**config.mk**
```make
export PLATFORM = sky130hd
export DESIGN_NAME = pin_wheel_lug_cipher_core
export DESIGN_NICKNAME = d
export VERILOG_FILES = /design/src/hw/rtl/pwl_pkg.sv /design/src/hw/rtl/pin_wheel_lug_cipher_core.sv /design/src/hw/rtl/pwl_cell.sv /design/src/hw/rtl/pwl_fold.sv
export SDC_FILE = /design/constraint.sdc
export NUM_CORES = 1
export LEC_CHECK = 0
export ABC_AREA = 1
export BUFFER_PORTS_ARGS = -buffer_cell sky130_fd_sc_hd__clkbuf_2
export CAP_MARGIN = 20
export CORE_MARGIN = 2
export CORE_UTILIZATION = 45
export DETAILED_ROUTE_END_ITERATION = 10
export GPL_ROUTABILITY_DRIVEN = 0
export PLACE_DENSITY_LB_ADDON = 0.12
export SYNTH_ARGS = -nofsm -noshare
export SYNTH_HDL_FRONTEND = slang
export SYNTH_SLANG_ARGS = --single-unit
```
**constraint.sdc**
```tcl
create_clock -name i_clk -period 8.96 [get_ports i_clk]
set_input_delay 0 -clock i_clk [delete_from_list [all_inputs] [get_ports i_clk]]
set_output_delay 0 -clock i_clk [all_outputs]
set_load 0.05 [all_outputs]
```
**src/hw/rtl/pwl_pkg.sv**
```systemverilog
`default_nettype none

package pwl_pkg;

    // Number of wheel slots the machine can carry
    localparam int unsigned WHEEL_SLOTS = 6;

    // Widths of the fixed fields
    localparam int unsigned LETTER_W = 5;
    localparam int unsigned SUM_W    = 8;
    localparam int unsigned POS_W    = 5;
    localparam int unsigned LUG_W    = 5;
    localparam int unsigned PIN_W    = 26;
    localparam int unsigned CFG_IDX_W  = 3;
    localparam int unsigned CFG_DATA_W = 30;

    localparam logic [LETTER_W-1:0] ALPHA = 5'd26;

    // Pin count of each wheel, wheel zero first
    localparam int unsigned WHEEL_PINS [WHEEL_SLOTS] = '{26, 25, 23, 21, 19, 17};

    typedef enum logic [CFG_IDX_W-1:0] {
        REG_PIN_MASK_0      = 3'd0,
        REG_PIN_MASK_1      = 3'd1,
        REG_PIN_MASK_2      = 3'd2,
        REG_PIN_MASK_3      = 3'd3,
        REG_PIN_MASK_4      = 3'd4,
        REG_PIN_MASK_5      = 3'd5,
        REG_LUG_COUNTS      = 3'd6,
        REG_START_POSITIONS = 3'd7
    } t_cfg_reg;

    localparam t_cfg_reg PIN_MASK_REG [WHEEL_SLOTS] = '{
        REG_PIN_MASK_0, REG_PIN_MASK_1, REG_PIN_MASK_2,
        REG_PIN_MASK_3, REG_PIN_MASK_4, REG_PIN_MASK_5
    };

    // One letter travelling down the chain of wheel cells
    typedef struct packed {
        logic [LETTER_W-1:0] letter;
        logic                restart;
        logic [SUM_W-1:0]    sum;
    } t_beat;

endpackage

`default_nettype wire

```
**src/hw/rtl/pin_wheel_lug_cipher_core.sv**
```systemverilog
// Pin-wheel lug cipher core.
//
// Input channel: i_valid / o_stall carry one beat per letter (i_letter,
// i_restart). A beat is taken at a rising edge with i_valid high and o_stall
// low. i_restart set reloads every wheel from the start register before
// that letter is enciphered.
// Output channel: o_valid / i_stall carry one beat per letter: cipher letter,
// keystream sum and key letter, in input order.
// Configuration: i_cfg_valid / o_cfg_ready with i_cfg_index and i_cfg_data;
// o_cfg_ready is always high. Write only while no letter is in flight.
// Each beat is registered once in each wheel cell and once in the mod-26 fold
// and output register on its way from input beat to output beat.
// Throughput is one letter per cycle while the receiver does not stall.
// When the receiver stalls, the output beat holds and the chain keeps filling
// its empty cells; o_stall rises only once every cell holds a letter.
// Reset clears the key registers, wheel positions and the chain valids at
// once; letter data left in the chain is dropped.
`default_nettype none

module pin_wheel_lug_cipher_core #(
    parameter int unsigned NUM_WHEELS = 6
) (
    input  wire logic                            i_clk,
    input  wire logic                            i_rst_n,
    // letter channel
    input  wire logic                            i_valid,
    output logic                                 o_stall,
    input  wire logic [pwl_pkg::LETTER_W-1:0]    i_letter,
    input  wire logic                            i_restart,
    // result channel
    output logic                                 o_valid,
    input  wire logic                            i_stall,
    output logic [pwl_pkg::LETTER_W-1:0]         o_cipher_letter,
    output logic [pwl_pkg::SUM_W-1:0]            o_keystream_sum,
    output logic [pwl_pkg::LETTER_W-1:0]         o_key_letter,
    // configuration write channel
    input  wire logic                            i_cfg_valid,
    output logic                                 o_cfg_ready,
    input  wire logic [pwl_pkg::CFG_IDX_W-1:0]   i_cfg_index,
    input  wire logic [pwl_pkg::CFG_DATA_W-1:0]  i_cfg_data
);
    import pwl_pkg::*;

    logic                 cfg_we;
    logic [PIN_W-1:0]     r_pin_mask [NUM_WHEELS];
    logic [CFG_DATA_W-1:0] r_lug_counts;
    logic [CFG_DATA_W-1:0] r_start_positions;

    // chain plumbing: slot k feeds cell k, slot NUM_WHEELS feeds the fold
    logic                 chain_valid [NUM_WHEELS+1];
    logic                 chain_ready [NUM_WHEELS+1];
    t_beat                chain_beat  [NUM_WHEELS+1];

    assign o_cfg_ready = 1'b1;
    assign cfg_we      = i_cfg_valid && o_cfg_ready;

    always_ff @(posedge i_clk) begin
        if (!i_rst_n) begin
            r_lug_counts      <= '0;
            r_start_positions <= '0;
        end else if (cfg_we) begin
            if (i_cfg_index == REG_LUG_COUNTS) begin
                r_lug_counts <= i_cfg_data;
            end
            if (i_cfg_index == REG_START_POSITIONS) begin
                r_start_positions <= i_cfg_data;
            end
        end
    end

    // head of the chain: a fresh letter starts with an empty sum
    assign chain_valid[0]         = i_valid;
    assign chain_beat[0].letter   = i_letter;
    assign chain_beat[0].restart  = i_restart;
    assign chain_beat[0].sum      = '0;
    assign o_stall                = !chain_ready[0];

    for (genvar k = 0; k < NUM_WHEELS; k++) begin : g_wheel
        // pin masks wider than the wheel are harmless: only in-range
        // positions are ever looked up
        always_ff @(posedge i_clk) begin
            if (!i_rst_n) begin
                r_pin_mask[k] <= '0;
            end else if (cfg_we && (i_cfg_index == PIN_MASK_REG[k])) begin
                r_pin_mask[k] <= i_cfg_data[PIN_W-1:0];
            end
        end

        pwl_cell #(
            .SIZE (WHEEL_PINS[k])
        ) u_cell (
            .i_clk      (i_clk),
            .i_rst_n    (i_rst_n),
            .i_pin_mask (r_pin_mask[k]),
            .i_lug      (r_lug_counts[LUG_W*k +: LUG_W]),
            .i_start    (r_start_positions[POS_W*k +: POS_W]),
            .i_up_valid (chain_valid[k]),
            .i_up       (chain_beat[k]),
            .o_up_ready (chain_ready[k]),
            .o_dn_valid (chain_valid[k+1]),
            .o_dn       (chain_beat[k+1]),
            .i_dn_ready (chain_ready[k+1])
        );
    end

    // tail: reduce mod 26, form the cipher letter, hold the output beat
    pwl_fold u_fold (
        .i_clk           (i_clk),
        .i_rst_n         (i_rst_n),
        .i_valid         (chain_valid[NUM_WHEELS]),
        .i_beat          (chain_beat[NUM_WHEELS]),
        .o_ready         (chain_ready[NUM_WHEELS]),
        .o_valid         (o_valid),
        .i_stall         (i_stall),
        .o_cipher_letter (o_cipher_letter),
        .o_keystream_sum (o_keystream_sum),
        .o_key_letter    (o_key_letter)
    );

endmodule

`default_nettype wire

```
**src/hw/rtl/pwl_cell.sv**
```systemverilog
`default_nettype none

module pwl_cell #(
    parameter int unsigned SIZE = 26
) (
    input  wire logic                        i_clk,
    input  wire logic                        i_rst_n,
    input  wire logic [pwl_pkg::PIN_W-1:0]   i_pin_mask,
    input  wire logic [pwl_pkg::LUG_W-1:0]   i_lug,
    input  wire logic [pwl_pkg::POS_W-1:0]   i_start,
    input  wire logic                        i_up_valid,
    input  pwl_pkg::t_beat                   i_up,
    output logic                             o_up_ready,
    output logic                             o_dn_valid,
    output pwl_pkg::t_beat                   o_dn,
    input  wire logic                        i_dn_ready
);
    import pwl_pkg::*;

    localparam logic [POS_W-1:0] SZ   = POS_W'(SIZE);
    localparam logic [POS_W-1:0] LAST = POS_W'(SIZE - 1);

    logic              r_valid;
    logic [POS_W-1:0]  r_pos;
    t_beat             r_beat;

    logic [POS_W-1:0]  start_red;
    logic [POS_W-1:0]  pos;
    logic [POS_W-1:0]  n_pos;
    t_beat             n_beat;
    logic              take;

    assign o_up_ready = !r_valid || i_dn_ready;
    assign take       = i_up_valid && o_up_ready;
    assign o_dn_valid = r_valid;
    assign o_dn       = r_beat;

    always_comb begin
        // fold an out-of-range start back by one wheel turn
        start_red = (i_start >= SZ) ? (i_start - SZ) : i_start;
        pos       = i_up.restart ? start_red : r_pos;
        n_pos     = (pos == LAST) ? '0 : (pos + 1'b1);
        n_beat    = i_up;
        if (i_pin_mask[pos]) begin
            n_beat.sum = i_up.sum + {{(SUM_W-LUG_W){1'b0}}, i_lug};
        end
    end

    always_ff @(posedge i_clk) begin
        if (!i_rst_n) begin
            r_valid <= 1'b0;
            r_pos   <= '0;
        end else begin
            if (o_up_ready) begin
                r_valid <= i_up_valid;
            end
            if (take) begin
                r_pos <= n_pos;
            end
        end
    end

    always_ff @(posedge i_clk) begin
        if (take) begin
            r_beat <= n_beat;
        end
    end

endmodule

`default_nettype wire

```
**src/hw/rtl/pwl_fold.sv**
```systemverilog
`default_nettype none

module pwl_fold (
    input  wire logic                          i_clk,
    input  wire logic                          i_rst_n,
    input  wire logic                          i_valid,
    input  pwl_pkg::t_beat                     i_beat,
    output logic                               o_ready,
    output logic                               o_valid,
    input  wire logic                          i_stall,
    output logic [pwl_pkg::LETTER_W-1:0]       o_cipher_letter,
    output logic [pwl_pkg::SUM_W-1:0]          o_keystream_sum,
    output logic [pwl_pkg::LETTER_W-1:0]       o_key_letter
);
    import pwl_pkg::*;

    // floor(x / 26) ~ (x * 79) >> 11, then one correcting subtract
    localparam logic [6:0] RECIP = 7'd79;

    logic                 r_valid;
    logic [LETTER_W-1:0]  r_cipher;
    logic [SUM_W-1:0]     r_sum;
    logic [LETTER_W-1:0]  r_key;

    logic [14:0]          prod;
    logic [2:0]           quot;
    logic [SUM_W-1:0]     rem;
    logic [LETTER_W-1:0]  n_key;
    logic [LETTER_W-1:0]  let_red;
    logic [LETTER_W:0]    diff;
    logic [LETTER_W-1:0]  n_cipher;

    assign o_ready = !r_valid || !i_stall;

    always_comb begin
        prod  = {7'd0, i_beat.sum} * {8'd0, RECIP};
        quot  = prod[13:11];
        rem   = i_beat.sum - ({1'b0, quot, 4'd0} + {2'd0, quot, 3'd0} + {4'd0, quot, 1'b0});
        if (rem >= SUM_W'(ALPHA)) begin
            rem = rem - SUM_W'(ALPHA);
        end
        n_key   = rem[LETTER_W-1:0];
        let_red = (i_beat.letter >= ALPHA) ? (i_beat.letter - ALPHA) : i_beat.letter;
        diff    = {1'b0, n_key} - {1'b0, let_red};
        if (diff[LETTER_W]) begin
            diff = diff + {1'b0, ALPHA};
        end
        n_cipher = diff[LETTER_W-1:0];
    end

    always_ff @(posedge i_clk) begin
        if (!i_rst_n) begin
            r_valid <= 1'b0;
        end else if (o_ready) begin
            r_valid <= i_valid;
        end
    end

    always_ff @(posedge i_clk) begin
        if (o_ready && i_valid) begin
            r_cipher <= n_cipher;
            r_sum    <= i_beat.sum;
            r_key    <= n_key;
        end
    end

    assign o_valid         = r_valid;
    assign o_cipher_letter = r_cipher;
    assign o_keystream_sum = r_sum;
    assign o_key_letter    = r_key;

endmodule

`default_nettype wire

```
# Yosys cells after proc, flatten, opt, wreduce, memory -nomap -nowiden
# Memories as Yosys holds them, arrays and structs flattened.
# Index checks and enable logic that the tools add are counted.
# classes
n_bitwise	6
magnitude_cmp	14
eq_ne	13
n_addsub	24
n_reduce_logical	32
mul	1
mux	63
# op_table
cell	n
two-way mux 26 bit	6
two-way mux 5 bit	21
adder 8 x 5 -> 8 bit	5
two-way mux 8 bit	5
subtractor 5 bit, second input constant	8
less-than comparator 5 x 6 -> 1 bit, second input constant	6
>= comparator 5 bit, second input constant	7
adder 5 x 1 -> 5 bit, second input constant	6
binary-select mux 1 bit (select 5 bit)	6
== test 5 bit, second input constant	6
two-way mux 1 bit	25
multiplier 8 x 7 -> 14 bit, second input constant	1
logical AND 1 bit	13
== test 3 bit, second input constant	4
logical NOT 1 bit	9
adder 7 x 6 -> 8 bit	1
adder 8 x 4 -> 8 bit	1
>= comparator 8 x 5 -> 1 bit, second input constant	1
subtractor 8 bit	1
logical OR 1 bit	7
== test 3 x 2 -> 1 bit, second input constant	2
OR 1 bit	6
subtractor 5 x 5 -> 6 bit	1
adder 5 bit, second input constant	1
other kinds (3)	4
# totals
mem_bits_rw	156
in_bits	44
mem_count	1
out_inout_bits	21
elab_cells	190
reg_bits	198
# memory_table
memory	depth	word_bits	rd	rd_clocked_by_memory_dff	wr	line_no	source
r_pin_mask	6	26	6	0	6	pin_wheel_lug_cipher_core.sv:45	logic [PIN_W-1:0] r_pin_mask [NUM_WHEELS];

# Depth between registers and ports, before layout
# logic_depth
depth_word	9
mapped_depth	43
depth_no_buf	43

# Cells and area by module
# Synthesis repeated with hierarchy kept, for this count alone.
# unflattened
hier_cells	2328
area_unflattened_um2	20505.9
# by_module_without_submodules
mod	area_each_um2	cells_each	seq_area_each_um2	n_inst
pin_wheel_lug_cipher_core	7902.6	713	5885.6	1
pwl_fold	2592.5	315	530.5	1
pwl_cell at g_wheel[4].u_cell	1764.2	240	540.5	1
pwl_cell at g_wheel[3].u_cell	1685.4	218	540.5	1
pwl_cell at g_wheel[5].u_cell	1672.9	217	540.5	1
pwl_cell at g_wheel[0].u_cell	1646.6	211	540.5	1
pwl_cell at g_wheel[1].u_cell	1631.6	209	540.5	1
pwl_cell at g_wheel[2].u_cell	1610.3	205	540.5	1

# Worst setup path after synthesis
# No wires, ideal clock.
# synth_path
path_kind	reg-to-reg
start	reg g_wheel[5].u_cell.r_beat, in the netlist g_wheel[5].u_cell.o_dn[4]
end	reg u_fold.r_cipher[4] (netlist: u_fold.o_cipher_letter[4]) (data pin)
n_path_buf	0
arrival_time_ns	6.836
required_time_ns	8.699
stages_incl_launch_ff	41
synth_period_minus_slack_ns	7.097
setup_time_ns	0.261
setup_slack_ns	1.863
path_cell_list	edfxtp_1 > inv_1 > fa_1 > inv_1 > ha_1 > inv_1 > fa_1 > fa_1 > inv_1 > ha_1 > nand2_1 > inv_1 > nand2_1 > nor2_1 > nor2_1 > nand2_1 > nand2_1 > nand2_1 > [... 5 more ...] > ha_1 > inv_1 > xor2_1 > inv_1 > nand4_1 > nor2_1 > a21oi_1 > nand3_1 > nand2_1 > o21ai_0 > ha_1 > a21oi_1 > nand2_1 > nand2_1 > nand2_1 > a21oi_1 > nand3_1 > xor2_1
# synth_between
elab_chain_len	9
word_cells_on_any_way	10
classes_between	add/sub: 6; mul: 1; order compare: 1; mux: 2
# synth_lines
item	line_no	source
start: declaration	pwl_cell.sv:25	t_beat r_beat;
start signal: assignment	pwl_cell.sv:65	r_beat <= n_beat;
multiplier 8 x 7 -> 14 bit	pwl_fold.sv:36	prod = {7'd0, i_beat.sum} * {8'd0, RECIP};
adder 7 x 6 -> 8 bit	pwl_fold.sv:38	rem = i_beat.sum - ({1'b0, quot, 4'd0} + {2'd0, quot, 3'd0} + {4'd0, quot, 1'b0});
adder 8 x 4 -> 8 bit	pwl_fold.sv:38	
subtractor 8 bit (*)	pwl_fold.sv:38	
>= comparator 8 x 5 -> 1 bit	pwl_fold.sv:39	if (rem >= SUM_W'(ALPHA)) begin
two-way mux 5 bit (*)	pwl_fold.sv:39	
named net u_fold.rem[2]	pwl_fold.sv:27	logic [SUM_W-1:0] rem;
subtractor 5 x 5 -> 6 bit (*)	pwl_fold.sv:44	diff = {1'b0, n_key} - {1'b0, let_red};
adder 5 bit	pwl_fold.sv:46	diff = diff + {1'b0, ALPHA};
two-way mux 5 bit (*)	pwl_fold.sv:45	if (diff[LETTER_W]) begin
named net u_fold.diff[4]	pwl_fold.sv:30	logic [LETTER_W:0] diff;
end signal: assignment	pwl_fold.sv:61	r_cipher <= n_cipher;
end: declaration	pwl_fold.sv:21	logic [LETTER_W-1:0] r_cipher;
# The timed path passes the listed nets; every way through them passes the cells marked *.
# A chain may end at the register's enable or synchronous reset.

# Worst setup path in the final report
# Same ends and word-level chain as after synthesis.

==> summary.txt <==
Run status
  • Status: complete, no violations

Cells and area
  • Share of layout cells above drive strength 1: 8.81%
  • Area of all placed cells without fillers: between 0.02 and 0.025 mm²
  • Diode count: 0
  • Area Overhead vs Synth: 12.6%
  • Nets: 2398

Synthesis
  • Syn nets: around 2300
  • Dominant synthesized flop cell: edfxtp_1
  • Synth cell count leaders: nand2_1 (497), inv_1 (276), edfxtp_1 (250)
  • Post-Syn Area: 0.0188 mm²
  • Post-synth EDFFs: 250
  • Ys Warns: 0
  • Compound-Gate Fraction of Synth Area: 7.94%
  • Adder-cell share of the synthesized area: 8.61%
  • Yosys cell types: 46
  • Synth Area in Simple Gates: a little under a quarter
  • Synth top area share: ~40%
  • Xor and xnor fraction of the mapped netlist area: 2.61%
  • Syn_area_per_cell: a little under 9 µm²
  • Top cells by area, synth: edfxtp_1 (40%), dfxtp_1 (10%), nand2_1 (9.9%), ha_1 (6.3%), nand3_1 (5.9%)
  • Mapped Cells: 2162
  • Largest family of logic cells by synthesized area: simple AND/OR/NAND/NOR gates
  • Ys async rst share: 0%
  • Flop and latch count out of synthesis: 347
  • Register area share after synthesis: 50.3%
  • Mux cell area share after synthesis: 0%
  • Most frequent cell after synthesis: nand2_1
  • Yosys top cell by area: edfxtp_1

Timing
  • RSZ-0062 raised after global routing: no
  • Final Hold Fails: 0
  • Slew @ Worst Pin: 1010 ps
  • Final min period: 7860 ps
  • Slew HR: about 33%
  • Fmax: 127 MHz
  • Total negative slack: 0 ps
  • Max Clock Skew: 18.4 ps
  • Number of setup violations in the final report: 0
  • Period utilization: 87.7%
  • Fin. max-slew vios: 0

Global route
  • All-Layer GR Usage: 22.0%
  • Congestion Overflow GR: 0
  • Global-route wire length before repair: ~75000 µm
  • Initial antenna violation count: 0
  • Largest net degree at the start of global routing: 77
  • Vias in the first global route: about 14000

Min path
  • Hold_sp: i_cfg_data[19]
  • Worst min path class: input pin to flip-flop

Drt
  • Drt wl/cell: 16.7 µm
  • Post-route ant nets: 0
  • DRC viols: 0
  • Post-DR vias/cell: 5.18
  • Drt first pass iters: 6
  • Post-Route WL: between 40000 and 50000 µm
  • Via count: between 10000 and 15000
  • Initial DRC Count: 1072

Clock tree
  • CTS tree: done
  • Root Buffer Master: clkbuf_16
  • Skew-Pair Late Insertion Delay: 570 ps
  • Clock Sinks: 347
  • Worst-path clk slew: 60 ps
  • PostCTS Resize Cnt: 0
  • Cts bufs inserted: 40
  • Clk buf depth: 3
  • Htree depth: 2

Setup path
  • Worst Setup SP: g_wheel[5].u_cell.o_dn[4]
  • Reg2Reg Launch Point: g_wheel[5].u_cell.o_dn[4]
  • Crit path max-delay cell type: fa_1
  • Crit path arrival time: just over 8000 ps
  • Slowest stage delay, CP: 560 ps
  • R2R setup slack: approximately 1100 ps
  • Kind of end point of the critical path: flip-flop
  • Most used cell, CP: inv_1
  • CP Data Required Time: between 9000 and 10000 ps
  • CP Launch Type: flip-flop
  • Crit path max fanout: 5
  • CP Class: flip-flop to flip-flop

Pwr
  • Worst vdd ir: 0.151 mV
  • Pwr dens: 186 mW/mm²
  • P_leak: ~9.4 nW

Floorplanning
  • Die Height: roughly 210 µm
  • Core Region: roughly 0.041 mm²
  • Ports: 65
  • Initial Util: 45.8%
  • Die X: 208 µm
  • DIE AREA: roughly 0.043 mm²
  • Row count: 74

Job
  • Max cap viols: 0

Place
  • IO buf count: 63
  • Placed cell area: between 0.015 and 0.02 mm²
  • Final HPWL DP: 31300 µm
[cell type report]
class	instances	area, µm²
fill	3839	19900
sequential	347	9450
multi-input combinational	1474	7990
clock buffer	49	1080
inverter	280	1050
timing repair buffer	95	713
tap	532	666
clock inverter	25	193
[power breakdown]
| part | internal, mW | switching (mW) | total [mW] |
|---|---|---|---|
| Sequential | 1.81 | 0.0321 | 1.84 |
| Combinational | 0.171 | 0.329 | 0.500 |
| Clock | 0.917 | 0.669 | 1.59 |
| Total | 2.89 | 1.03 | 3.92 |
[final timing paths]
path | end | depth (start not counted)
max | u_fold.o_cipher_letter[4] | 39
min | r_lug_counts[19] | 3
max reg2reg | u_fold.o_cipher_letter[4] | 39
min reg2reg | g_wheel[3].u_cell.o_dn[10] | 0
[metal layers]
| metal | wire length (µm) | up-vias | part of all wire, % | GRT usage (%) |
|---|---|---|---|---|
| met4 | 1430 | 0 | 3.1 | 7.94 |
| met1 | 21100 | 6841 | 45 | 28.8 |
| met3 | 2460 | 87 | 5.2 | 3.91 |
| met5 | 0 | - | 0 | 0 |
| li1 | - | 7266 | - | - |
| met2 | 21900 | 325 | 47 | 36.8 |
[cells in the final DEF (no fill, tap or decap), types with 6 or more instances in the layout]
| cell type | Yosys | layout |
|---|---|---|
| or2_2 | 14 | 14 |
| nand2_2 | 14 | 14 |
| o211ai_1 | 7 | 7 |
| clkinv_2 | 1 | 13 |
| clkbuf_2 | 1 | 63 |
| inv_1 | 276 | 276 |
| a21oi_1 | 137 | 136 |
| dlygate4sd3_1 | 0 | 16 |
| nand2_4 | 6 | 6 |
| buf_4 | 4 | 7 |
| edfxtp_1 | 250 | 250 |
| xor2_1 | 37 | 37 |
| o21ai_0 | 99 | 99 |
| fa_1 | 22 | 22 |
| xnor2_1 | 19 | 19 |
| nand2_1 | 497 | 497 |
| nor2_1 | 239 | 237 |
| o21ai_1 | 6 | 6 |
| clkbuf_1 | 38 | 6 |
| clkinv_1 | 2 | 6 |
| nand4_1 | 15 | 15 |
| ha_1 | 94 | 94 |
| clkbuf_16 | 0 | 41 |
| nand3b_1 | 8 | 8 |
| nand3_1 | 221 | 221 |
| dfxtp_1 | 97 | 97 |
[stage by stage]
step	setup slack [ps]	power [mW]	hold WS, ps	instances	util, %
global route	492	4.10	25.0	2802	51.5
CTS	1120	3.95	3.29	2793	51.1
detailed placement	1150	2.36	182	2703	47.6
finish	1100	3.92	16.8	2802	51.5
global placement	1390	2.34	184	2703	47.6
floorplan	1860	2.22	98.9	2162	-
[cells by family after synthesis]
kind of cell    count (synthesis)
compound gates                277
xor+xnor                       56
fa+ha+maj                     116
buf+inv                       341
flops                         347
other cells                     1
simple gates                 1024
[state kept, by name, indices dropped and copies added (netlist names)]
| signal | cells |
|---|---|
| g_wheel.u_cell.o_dn | 77 |
| u_fold.o_keystream_sum | 7 |
| g_wheel.u_cell.r_pos | 30 |
| g_wheel.u_cell.o_dn_valid | 6 |
| u_fold.o_valid | 1 |
| r_pin_mask | 156 |
| r_start_positions | 30 |
| r_lug_counts | 30 |
| u_fold.o_key_letter | 5 |
| u_fold.o_cipher_letter | 5 |
[critical path, delay by kind of cell (launching register included)]
family | cells | cell delay, ps
compound gates | 4 | 1010
simple gates | 14 | 1290
fa+ha+maj | 9 | 3560
flops | 1 | 440
buf+inv | 9 | 670
xor+xnor | 3 | 630
[timing repair]
action / 4_1_cts / 5_1_grt
endpoints found under the hold margin: 34 / 0
hold buffers: 16 / 0
buffers inserted: 0 / 0
endpoints found under the setup margin: 0 / 0
(Power assumes the default switching activity.)
